$ cat config.mk
export PLATFORM = sky130hd
export DESIGN_NAME = camera_power_sequencer
export DESIGN_NICKNAME = d
export VERILOG_FILES = /design/src/rtl/cps_pkg.sv /design/src/rtl/cps_cfg.sv /design/src/rtl/cps_fsm.sv /design/src/rtl/camera_power_sequencer.sv
export SDC_FILE = /design/constraint.sdc
export NUM_CORES = 1
export LEC_CHECK = 0
export BUFFER_PORTS_ARGS = -buffer_cell sky130_fd_sc_hd__buf_2
export CAP_MARGIN = 20
export CORE_ASPECT_RATIO = 0.9
export CORE_UTILIZATION = 50
export CTS_BUF_LIST = sky130_fd_sc_hd__clkbuf_8
export CTS_CLUSTER_SIZE = 12
export DETAILED_ROUTE_END_ITERATION = 10
export PLACE_DENSITY = 0.72
export SKIP_LAST_GASP = 1
export SYNTH_ARGS = -nofsm -noshare
export SYNTH_HDL_FRONTEND = slang
export SYNTH_SLANG_ARGS = --single-unit
$ cat constraint.sdc
create_clock -name clk -period 5.35 [get_ports clk]
set_clock_uncertainty 0.05 [all_clocks]
set_input_delay 0.2675 -clock clk [delete_from_list [all_inputs] [get_ports clk]]
set_output_delay 0.2675 -clock clk [all_outputs]
set_load 0.02 [all_outputs]
$ cat src/rtl/cps_pkg.sv
`default_nettype none
package cps_pkg;

  // sense field width on the stream and number of cameras fitted
  localparam int CAM_W       = 5;
  localparam int NUM_CAMERAS = 5;

  localparam logic [CAM_W-1:0] SENSE_MASK =
    (NUM_CAMERAS >= CAM_W) ? {CAM_W{1'b1}} : CAM_W'((1 << NUM_CAMERAS) - 1);
  // with more cameras than sense bits "all on" can never be seen
  localparam logic ALL_ON_OK = (NUM_CAMERAS <= CAM_W);

  localparam int IN_W  = 8;
  localparam int OUT_W = 8;
  localparam int CFG_IDX_W  = 2;
  localparam int CFG_DATA_W = 8;

  // mode codes; the first six are also the displayed state codes
  localparam logic [2:0] M_OFF      = 3'd0;
  localparam logic [2:0] M_SHUTFAIL = 3'd1;
  localparam logic [2:0] M_OPENFAIL = 3'd2;
  localparam logic [2:0] M_SHUTTING = 3'd3;
  localparam logic [2:0] M_POWERING = 3'd4;
  localparam logic [2:0] M_ON       = 3'd5;
  localparam logic [2:0] M_STARTUP  = 3'd6;
  localparam logic [2:0] M_PHOTO    = 3'd7;

  localparam logic [CFG_IDX_W-1:0] REG_CHECK_LIMIT = 2'd0;
  localparam logic [CFG_IDX_W-1:0] REG_BEEP_TICKS  = 2'd1;
  localparam logic [CFG_IDX_W-1:0] REG_PHOTO_WAIT  = 2'd2;
  localparam logic [CFG_IDX_W-1:0] REG_RETRY       = 2'd3;

  localparam logic [7:0] RST_CHECK_LIMIT = 8'd50;
  localparam logic [5:0] RST_BEEP_TICKS  = 6'd5;
  localparam logic [7:0] RST_PHOTO_WAIT  = 8'd90;
  localparam logic [3:0] RST_RETRY       = 4'd8;

  localparam logic [7:0] UP_POLL_TICKS    = 8'd3;
  localparam logic [7:0] POST_PHOTO_TICKS = 8'd30;

  typedef struct packed {
    logic [CAM_W-1:0] cam_power_bits;
    logic             key_press;
    logic             start_allowed;
  } cps_in_t;

  typedef struct packed {
    logic       report;
    logic [2:0] state_code;
    logic       photo_trigger;
    logic       buzzer;
    logic       power_on;
  } cps_out_t;

  typedef struct packed {
    logic [7:0] check_limit;
    logic [5:0] beep_ticks;
    logic [7:0] photo_wait_ticks;
    logic [3:0] retry_period;
  } cps_cfg_t;

endpackage
`default_nettype wire

$ cat src/rtl/cps_cfg.sv
`default_nettype none
module cps_cfg (
  input  wire logic                           clk,
  input  wire logic                           rst,
  input  wire logic                           cfg_valid,
  output logic                                cfg_ready,
  input  wire logic [cps_pkg::CFG_IDX_W-1:0]  cfg_index,
  input  wire logic [cps_pkg::CFG_DATA_W-1:0] cfg_data,
  output cps_pkg::cps_cfg_t                   cfg
);
  import cps_pkg::*;

  assign cfg_ready = 1'b1;

  always_ff @(posedge clk) begin
    if (rst) begin
      cfg.check_limit      <= RST_CHECK_LIMIT;
      cfg.beep_ticks       <= RST_BEEP_TICKS;
      cfg.photo_wait_ticks <= RST_PHOTO_WAIT;
      cfg.retry_period     <= RST_RETRY;
    end else if (cfg_valid) begin
      case (cfg_index)
        REG_CHECK_LIMIT: cfg.check_limit      <= cfg_data[7:0];
        REG_BEEP_TICKS:  cfg.beep_ticks       <= cfg_data[5:0];
        REG_PHOTO_WAIT:  cfg.photo_wait_ticks <= cfg_data[7:0];
        REG_RETRY:       cfg.retry_period     <= cfg_data[3:0];
        default: ;
      endcase
    end
  end
endmodule
`default_nettype wire

$ cat src/rtl/cps_fsm.sv
`default_nettype none
module cps_fsm (
  input  wire logic         clk,
  input  wire logic         rst,
  input  wire logic         advance,
  input  cps_pkg::cps_in_t  item,
  input  cps_pkg::cps_cfg_t cfg,
  output cps_pkg::cps_out_t result
);
  import cps_pkg::*;

  logic [2:0] mode, mode_next;
  logic [7:0] wait_count, wait_next;
  logic [7:0] check_count, check_next;
  logic [3:0] fail_count, fail_next;
  logic [5:0] beep_count, beep_next;
  logic       power_level, power_next;

  logic [CAM_W-1:0] bits;
  logic             all_off, all_on, key;
  logic             buz, photo, rep, ann;
  logic [2:0]       ann_mode;
  logic [3:0]       fail_inc;
  logic [7:0]       check_inc, wait_inc;

  function automatic logic fail_beep(input logic [3:0] fc);
    return (fc inside {4'd1, 4'd3, 4'd6, 4'd9, 4'd12, 4'd15});
  endfunction

  assign bits      = item.cam_power_bits & SENSE_MASK;
  assign all_off   = (bits == '0);
  assign all_on    = ALL_ON_OK && (bits == SENSE_MASK);
  assign key       = item.key_press;
  assign fail_inc  = fail_count + 4'd1;
  assign check_inc = check_count + 8'd1;
  assign wait_inc  = wait_count + 8'd1;

  always_comb begin
    mode_next  = mode;
    wait_next  = wait_count;
    check_next = check_count;
    fail_next  = fail_count;
    beep_next  = beep_count;
    power_next = power_level;
    buz        = 1'b0;
    photo      = 1'b0;
    rep        = 1'b0;
    ann        = 1'b0;
    ann_mode   = mode;

    if (beep_count != '0) begin
      beep_next = beep_count - 6'd1;
      buz       = 1'b1;
    end else begin
      case (mode)
        M_OFF: begin
          if (key) begin
            power_next = 1'b1;
            ann = 1'b1; ann_mode = M_POWERING;
          end else if (!all_off) begin
            power_next = 1'b0;
            ann = 1'b1; ann_mode = M_SHUTFAIL;
          end
        end
        M_SHUTFAIL: begin
          fail_next = fail_inc;
          buz       = fail_beep(fail_inc);
          if (fail_inc >= cfg.retry_period) begin
            power_next = 1'b0;
            fail_next  = '0;
          end
          if (all_off) begin
            ann = 1'b1; ann_mode = M_OFF;
          end else if (key) begin
            power_next = 1'b1;
            ann = 1'b1; ann_mode = M_POWERING;
          end
        end
        M_OPENFAIL: begin
          fail_next = fail_inc;
          buz       = fail_beep(fail_inc);
          if (fail_inc >= cfg.retry_period) begin
            power_next = 1'b1;
            fail_next  = '0;
          end
          if (all_on) begin
            // fail_count carries the code shown during the photo wait
            mode_next  = M_PHOTO;
            wait_next  = '0;
            check_next = '0;
            fail_next  = {1'b0, M_OPENFAIL};
          end else if (key) begin
            power_next = 1'b0;
            ann = 1'b1; ann_mode = M_SHUTTING;
          end
        end
        M_SHUTTING: begin
          power_next = 1'b0;
          check_next = check_inc;
          if (all_off) begin
            ann = 1'b1; ann_mode = M_OFF;
          end else if (check_inc >= cfg.check_limit) begin
            ann = 1'b1; ann_mode = M_SHUTFAIL;
          end
        end
        M_POWERING: begin
          power_next = 1'b1;
          wait_next  = wait_inc;
          if (wait_inc >= UP_POLL_TICKS) begin
            wait_next  = '0;
            check_next = check_inc;
            if (all_on) begin
              mode_next  = M_PHOTO;
              check_next = '0;
              fail_next  = {1'b0, M_POWERING};
            end else if (check_inc >= cfg.check_limit) begin
              ann = 1'b1; ann_mode = M_OPENFAIL;
            end
          end
        end
        M_PHOTO: begin
          // check_count marks the phase: zero before the pulse, one after
          if (check_count == '0) begin
            if (wait_count >= cfg.photo_wait_ticks) begin
              photo      = 1'b1;
              check_next = 8'd1;
              wait_next  = '0;
            end else begin
              wait_next = wait_inc;
            end
          end else begin
            if (wait_count >= POST_PHOTO_TICKS) begin
              ann = 1'b1; ann_mode = M_ON;
            end else begin
              wait_next = wait_inc;
            end
          end
        end
        M_ON: ;
        default: begin
          if (item.start_allowed) begin
            power_next = 1'b0;
            ann = 1'b1;
            ann_mode = all_off ? M_OFF : M_SHUTFAIL;
          end
        end
      endcase
    end

    if (ann) begin
      mode_next  = ann_mode;
      rep        = 1'b1;
      buz        = 1'b1;
      beep_next  = (cfg.beep_ticks == '0) ? 6'd0 : cfg.beep_ticks - 6'd1;
      wait_next  = '0;
      check_next = '0;
      fail_next  = '0;
    end

    result.power_on      = power_next;
    result.buzzer        = buz;
    result.photo_trigger = photo;
    result.report        = rep;
    if (mode_next == M_STARTUP) begin
      result.state_code = M_OFF;
    end else if (mode_next == M_PHOTO) begin
      result.state_code = fail_next[2:0];
    end else begin
      result.state_code = mode_next;
    end
  end

  always_ff @(posedge clk) begin
    if (rst) begin
      mode        <= M_STARTUP;
      wait_count  <= '0;
      check_count <= '0;
      fail_count  <= '0;
      beep_count  <= '0;
      power_level <= 1'b0;
    end else if (advance) begin
      mode        <= mode_next;
      wait_count  <= wait_next;
      check_count <= check_next;
      fail_count  <= fail_next;
      beep_count  <= beep_next;
      power_level <= power_next;
    end
  end
endmodule
`default_nettype wire

$ cat src/rtl/camera_power_sequencer.sv
// a tick request's result reaches the master side via the input register,
// then the result register; it waits while the result register is stalled
// throughput: one tick per cycle unless stalled; state updates in one pass
// reset (rst, synchronous): startup phase, power command off, registers at
// their defaults, both stream sides empty
`default_nettype none
module camera_power_sequencer (
  input  wire logic                           clk,
  input  wire logic                           rst,
  input  wire logic                           s_axis_tvalid,
  output logic                                s_axis_tready,
  // [0] start_allowed, [1] key_press, [6:2] cam_power_bits, [7] zero
  input  wire logic [cps_pkg::IN_W-1:0]       s_axis_tdata,
  output logic                                m_axis_tvalid,
  input  wire logic                           m_axis_tready,
  // [0] power_on, [1] buzzer, [2] photo_trigger, [5:3] state_code,
  // [6] report, [7] zero
  output logic [cps_pkg::OUT_W-1:0]           m_axis_tdata,
  input  wire logic                           cfg_valid,
  output logic                                cfg_ready,
  input  wire logic [cps_pkg::CFG_IDX_W-1:0]  cfg_index,
  input  wire logic [cps_pkg::CFG_DATA_W-1:0] cfg_data
);
  import cps_pkg::*;

  logic      in_valid;
  cps_in_t   in_item;
  logic      advance;
  cps_cfg_t  cfg;
  cps_out_t  result;
  cps_out_t  out_item;

  // the held request moves on whenever the result register is free or draining
  assign advance       = in_valid && (!m_axis_tvalid || m_axis_tready);
  assign s_axis_tready = !in_valid || advance;
  assign m_axis_tdata  = {{(OUT_W - $bits(cps_out_t)){1'b0}}, out_item};

  cps_cfg u_cfg (
    .clk       (clk),
    .rst       (rst),
    .cfg_valid (cfg_valid),
    .cfg_ready (cfg_ready),
    .cfg_index (cfg_index),
    .cfg_data  (cfg_data),
    .cfg       (cfg)
  );

  cps_fsm u_fsm (
    .clk     (clk),
    .rst     (rst),
    .advance (advance),
    .item    (in_item),
    .cfg     (cfg),
    .result  (result)
  );

  always_ff @(posedge clk) begin
    if (rst) begin
      in_valid <= 1'b0;
    end else if (s_axis_tready) begin
      in_valid <= s_axis_tvalid;
    end
  end

  always_ff @(posedge clk) begin
    if (s_axis_tvalid && s_axis_tready) begin
      in_item <= cps_in_t'(s_axis_tdata[$bits(cps_in_t)-1:0]);
    end
  end

  always_ff @(posedge clk) begin
    if (rst) begin
      m_axis_tvalid <= 1'b0;
    end else if (advance) begin
      m_axis_tvalid <= 1'b1;
    end else if (m_axis_tready) begin
      m_axis_tvalid <= 1'b0;
    end
  end

  always_ff @(posedge clk) begin
    if (advance) begin
      out_item <= result;
    end
  end
endmodule
`default_nettype wire

==> impl_metrics.tcl <==
set metrics [dict create \
    clock-sinks 72 \
    dpl_cell_area_sq_um 4840 \
    powerDensity_nw_per_um2 380 \
    syn_avg_cell_area_sq_um 8.02 \
    initial_core_util_pct 51.4 \
    io_buffers 30 \
    end_kind "flop" \
    die_h_um 93.7 \
    antennaDiodeCount 0 \
    startpoint_type "flop" \
    cts_tree "done" \
    criticalPathCategory "reg2reg" \
    drc 0 \
    cts_setup_buffers 0 \
    synth-xor-area-share_pct 2.63 \
    synth_top_area_cell "dfxtp_1" \
    mostFrequentLayoutCells "65 x nand2_1, 64 x nor2_1, 58 x dfxtp_1" \
    fillCellCount 880 \
    synth.top_cell.area_share_pct 24.9 \
    muxShareOfSynthArea_pct 3.00 \
    crit_family "compound AO/OA/AOI/OAI gates" \
    max_freq_mhz 245 \
    synthTopCellsByArea "dfxtp_1 25%, edfxtp_1 9.0%, ha_1 8.3%" \
    synthesis.nets 636 \
    yosys_register_bits 72 \
    grt_pass1_wl_um 18900 \
    core_sq_um 9080 \
    crit_arrival_ps 4320 \
    crit_buf_inv 1 \
    slew_viol_final 0 \
    wl_per_cell_um 16.1 \
    synth_cell_types 70 \
    gr-total-overflow 0 \
    seq_area_frac_synth_pct 33.9 \
    regArea_sq_um 1580 \
    cts-resized-gates 0 \
    outcome "complete, no violations" \
    synth_top_family_by_area "simple AND/OR/NAND/NOR gates" \
    period_share_pct 76.3 \
    finish.net_count 647 \
    synthAdderAreaFrac_pct 8.31 \
    place_hpwl_um 8250 \
    layout_commonest_cell "nand2_1" \
    async_flop_share_pct 0 \
    rows 33 \
    hold_viol_final 0 \
    via_per_inst 6.08 \
    hold_path.class "in2reg" \
    pin_count 34 \
    cap_violations 0 \
    die_w_um 104 \
    synth_edf_count 14 \
    area_growth_syn_to_layout_pct 8.60 \
    via_count 4376 \
    slew_headroom_pct 39.2 \
    drive_gt1_share_pct 10.9 \
    clkPwrFrac_pct 26.1 \
    htreeDepth 3 \
    globalplace.congestion 0.948 \
    final_core_util_pct 55.8 \
    multi_input_area_sq_um 2800 \
    numCtsBuffers 9 \
    worstMarginPinSlew_ps 904 \
    stdcell_area_sq_um 5070 \
    grt.total_usage_pct 24.3 \
    clockRootBuffer "clkbuf_8" \
    p_switching_uw 799 \
    synth_ff_type "dfxtp_1" \
    netlist_area_sq_um 4670 \
    ant_nets 0 \
    worstPathCellList "ha_1 > nand3_1 > nor2_1 > xor2_1 > ha_1 > nand2_1 > o21ai_0 > a2111oi_0 > o211ai_1 > o21bai_4 > nand2_4 > inv_2 > or4_1 > a21oi_1" \
    grt_max_degree 43 \
    clk-insertion-delay-late_ps 360 \
    drt-pass1-iter-count 5 \
    antenna_found_initial 0 \
    synth_compound_gate_area_share_pct 22.9 \
    cp_max_fo 16 \
    min_period_ps 4080 \
    share_comb_of_total_power_pct 39.3 \
    clkSlewWorstSetupHoldPaths_ps 80 \
    cts_hold_buf 0 \
    peakVddDrop_uv 284 \
    grt_pass1_vias 3917 \
    sequentialPowerShare_pct 34.6 \
    fin_setup_tns_ps 0 \
    setup_viol 0 \
    synthSimpleGateAreaFrac_pct 23.0 \
    worst_path_largest_cell_delay_ps 550 \
    regToRegSetupSlack_ps 1270 \
    routed_wl_um 11600 \
    critPathMostFrequentCell "ha_1" \
    rsz0062_at_grt "false" \
    p_int_uw 1130 \
    clockBufferDepth 2 \
    critPathSlowestCell "a2111oi_0" \
    synth_cells 582 \
    swShare_pct 41.5 \
    holdWs_ps 26.8 \
    cp_data_required_time_ps 5590 \
    die_area_sq_um 9730 \
    dr.first_iter.drc_count 390 \
    p_leak_uw 0.00204 \
    yosys_warnings 0 \
]
[registers in the layout, indices dropped and copies added, names as in the netlist]
| signal | flops |
|---|---|
| u_cfg.cfg | 26 |
| u_fsm.check_count | 8 |
| u_fsm.wait_count | 8 |
| in_item | 7 |
| m_axis_tdata | 7 |
| u_fsm.beep_count | 6 |
| u_fsm.fail_count | 4 |
| u_fsm.mode | 3 |
| in_valid | 1 |
| m_axis_tvalid | 1 |
| u_fsm.power_level | 1 |
[cells in the mapped netlist (all sizes together), types with 4 or more instances]
| cell type | instances |
|---|---|
| a211oi | 9 |
| mux2i | 14 |
| a31oi | 4 |
| xnor2 | 7 |
| a21oi | 40 |
| ha | 31 |
| a21boi | 4 |
| o211ai | 14 |
| a211o | 4 |
| inv | 37 |
| nand2b | 8 |
| nor4b | 5 |
| o21ai | 33 |
| nand3 | 24 |
| clkbuf | 21 |
| buf | 11 |
| xor2 | 7 |
| nor4 | 4 |
| nand2 | 66 |
| nor3 | 13 |
| nor2b | 4 |
| nor2 | 66 |
| and3 | 7 |
| o31ai | 6 |
| edfxtp | 14 |
| dfxtp | 58 |
| nand4 | 6 |
| a2111oi | 4 |
| o22ai | 4 |
[through the flow]
step / setup WS, ps / total power (uW) / instances
finish: 1270 / 1930 / 720
global route: 995 / 2030 / 720
CTS: 1390 / 1910 / 720
detailed placement: 1410 / 1420 / 704
global placement: 1530 / 1400 / 704
floorplan: 2030 / 1240 / 582
[path summary, 6_finish.rpt]
kind,start,end,cells past startpoint
max,u_fsm.check_count[0]$_SDFFE_PP0P_,u_fsm.fail_count[2]$_SDFFE_PP0P_,14
min,s_axis_tdata[5],in_item[5]$_DFFE_PP_,1
max reg2reg,u_fsm.check_count[0]$_SDFFE_PP0P_,u_fsm.fail_count[2]$_SDFFE_PP0P_,14
min reg2reg,u_cfg.cfg[9]$_SDFFE_PP0P_,u_cfg.cfg[9]$_SDFFE_PP0P_,2
[power by group through the flow]
stage	Clock, uW	Combinational [uW]	Sequential [uW]
6_report	503	757	667
5_1_grt	531	822	675
4_1_cts	508	743	664
3_5_place_dp	0	739	676
3_3_place_gp	0	725	674
2_1_floorplan	0	574	667
[cell families (layout without fill, tap and decap cells)]
kind of cell	Yosys count	count (layout)
muxes	14	14
and+or+nand+nor	222	222
xor gates and xnor gates	14	14
AOI/OAI and AO/OA	156	156
DFF	72	72
other	2	2
adders and majority gates	31	31
buffers and inverters	71	87
[per-layer routing]
metal	GRT usage [%]	wire [um]	part of all wire, %
met1	33.0	5420	47
met3	4.85	766	6.6
met5	0	0	0
met2	38.7	5190	45
met4	8.57	221	1.9
[final cells by class]
class	count	share of cell area (%)
clock buffers	9	2.44
clock inverters	7	2.00
inverters	39	2.89
multi-input cells	439	55.2
flip-flops and latches	72	31.2
well taps	122	3.01
repair buffers	32	3.26
(Power assumes the default switching activity.)
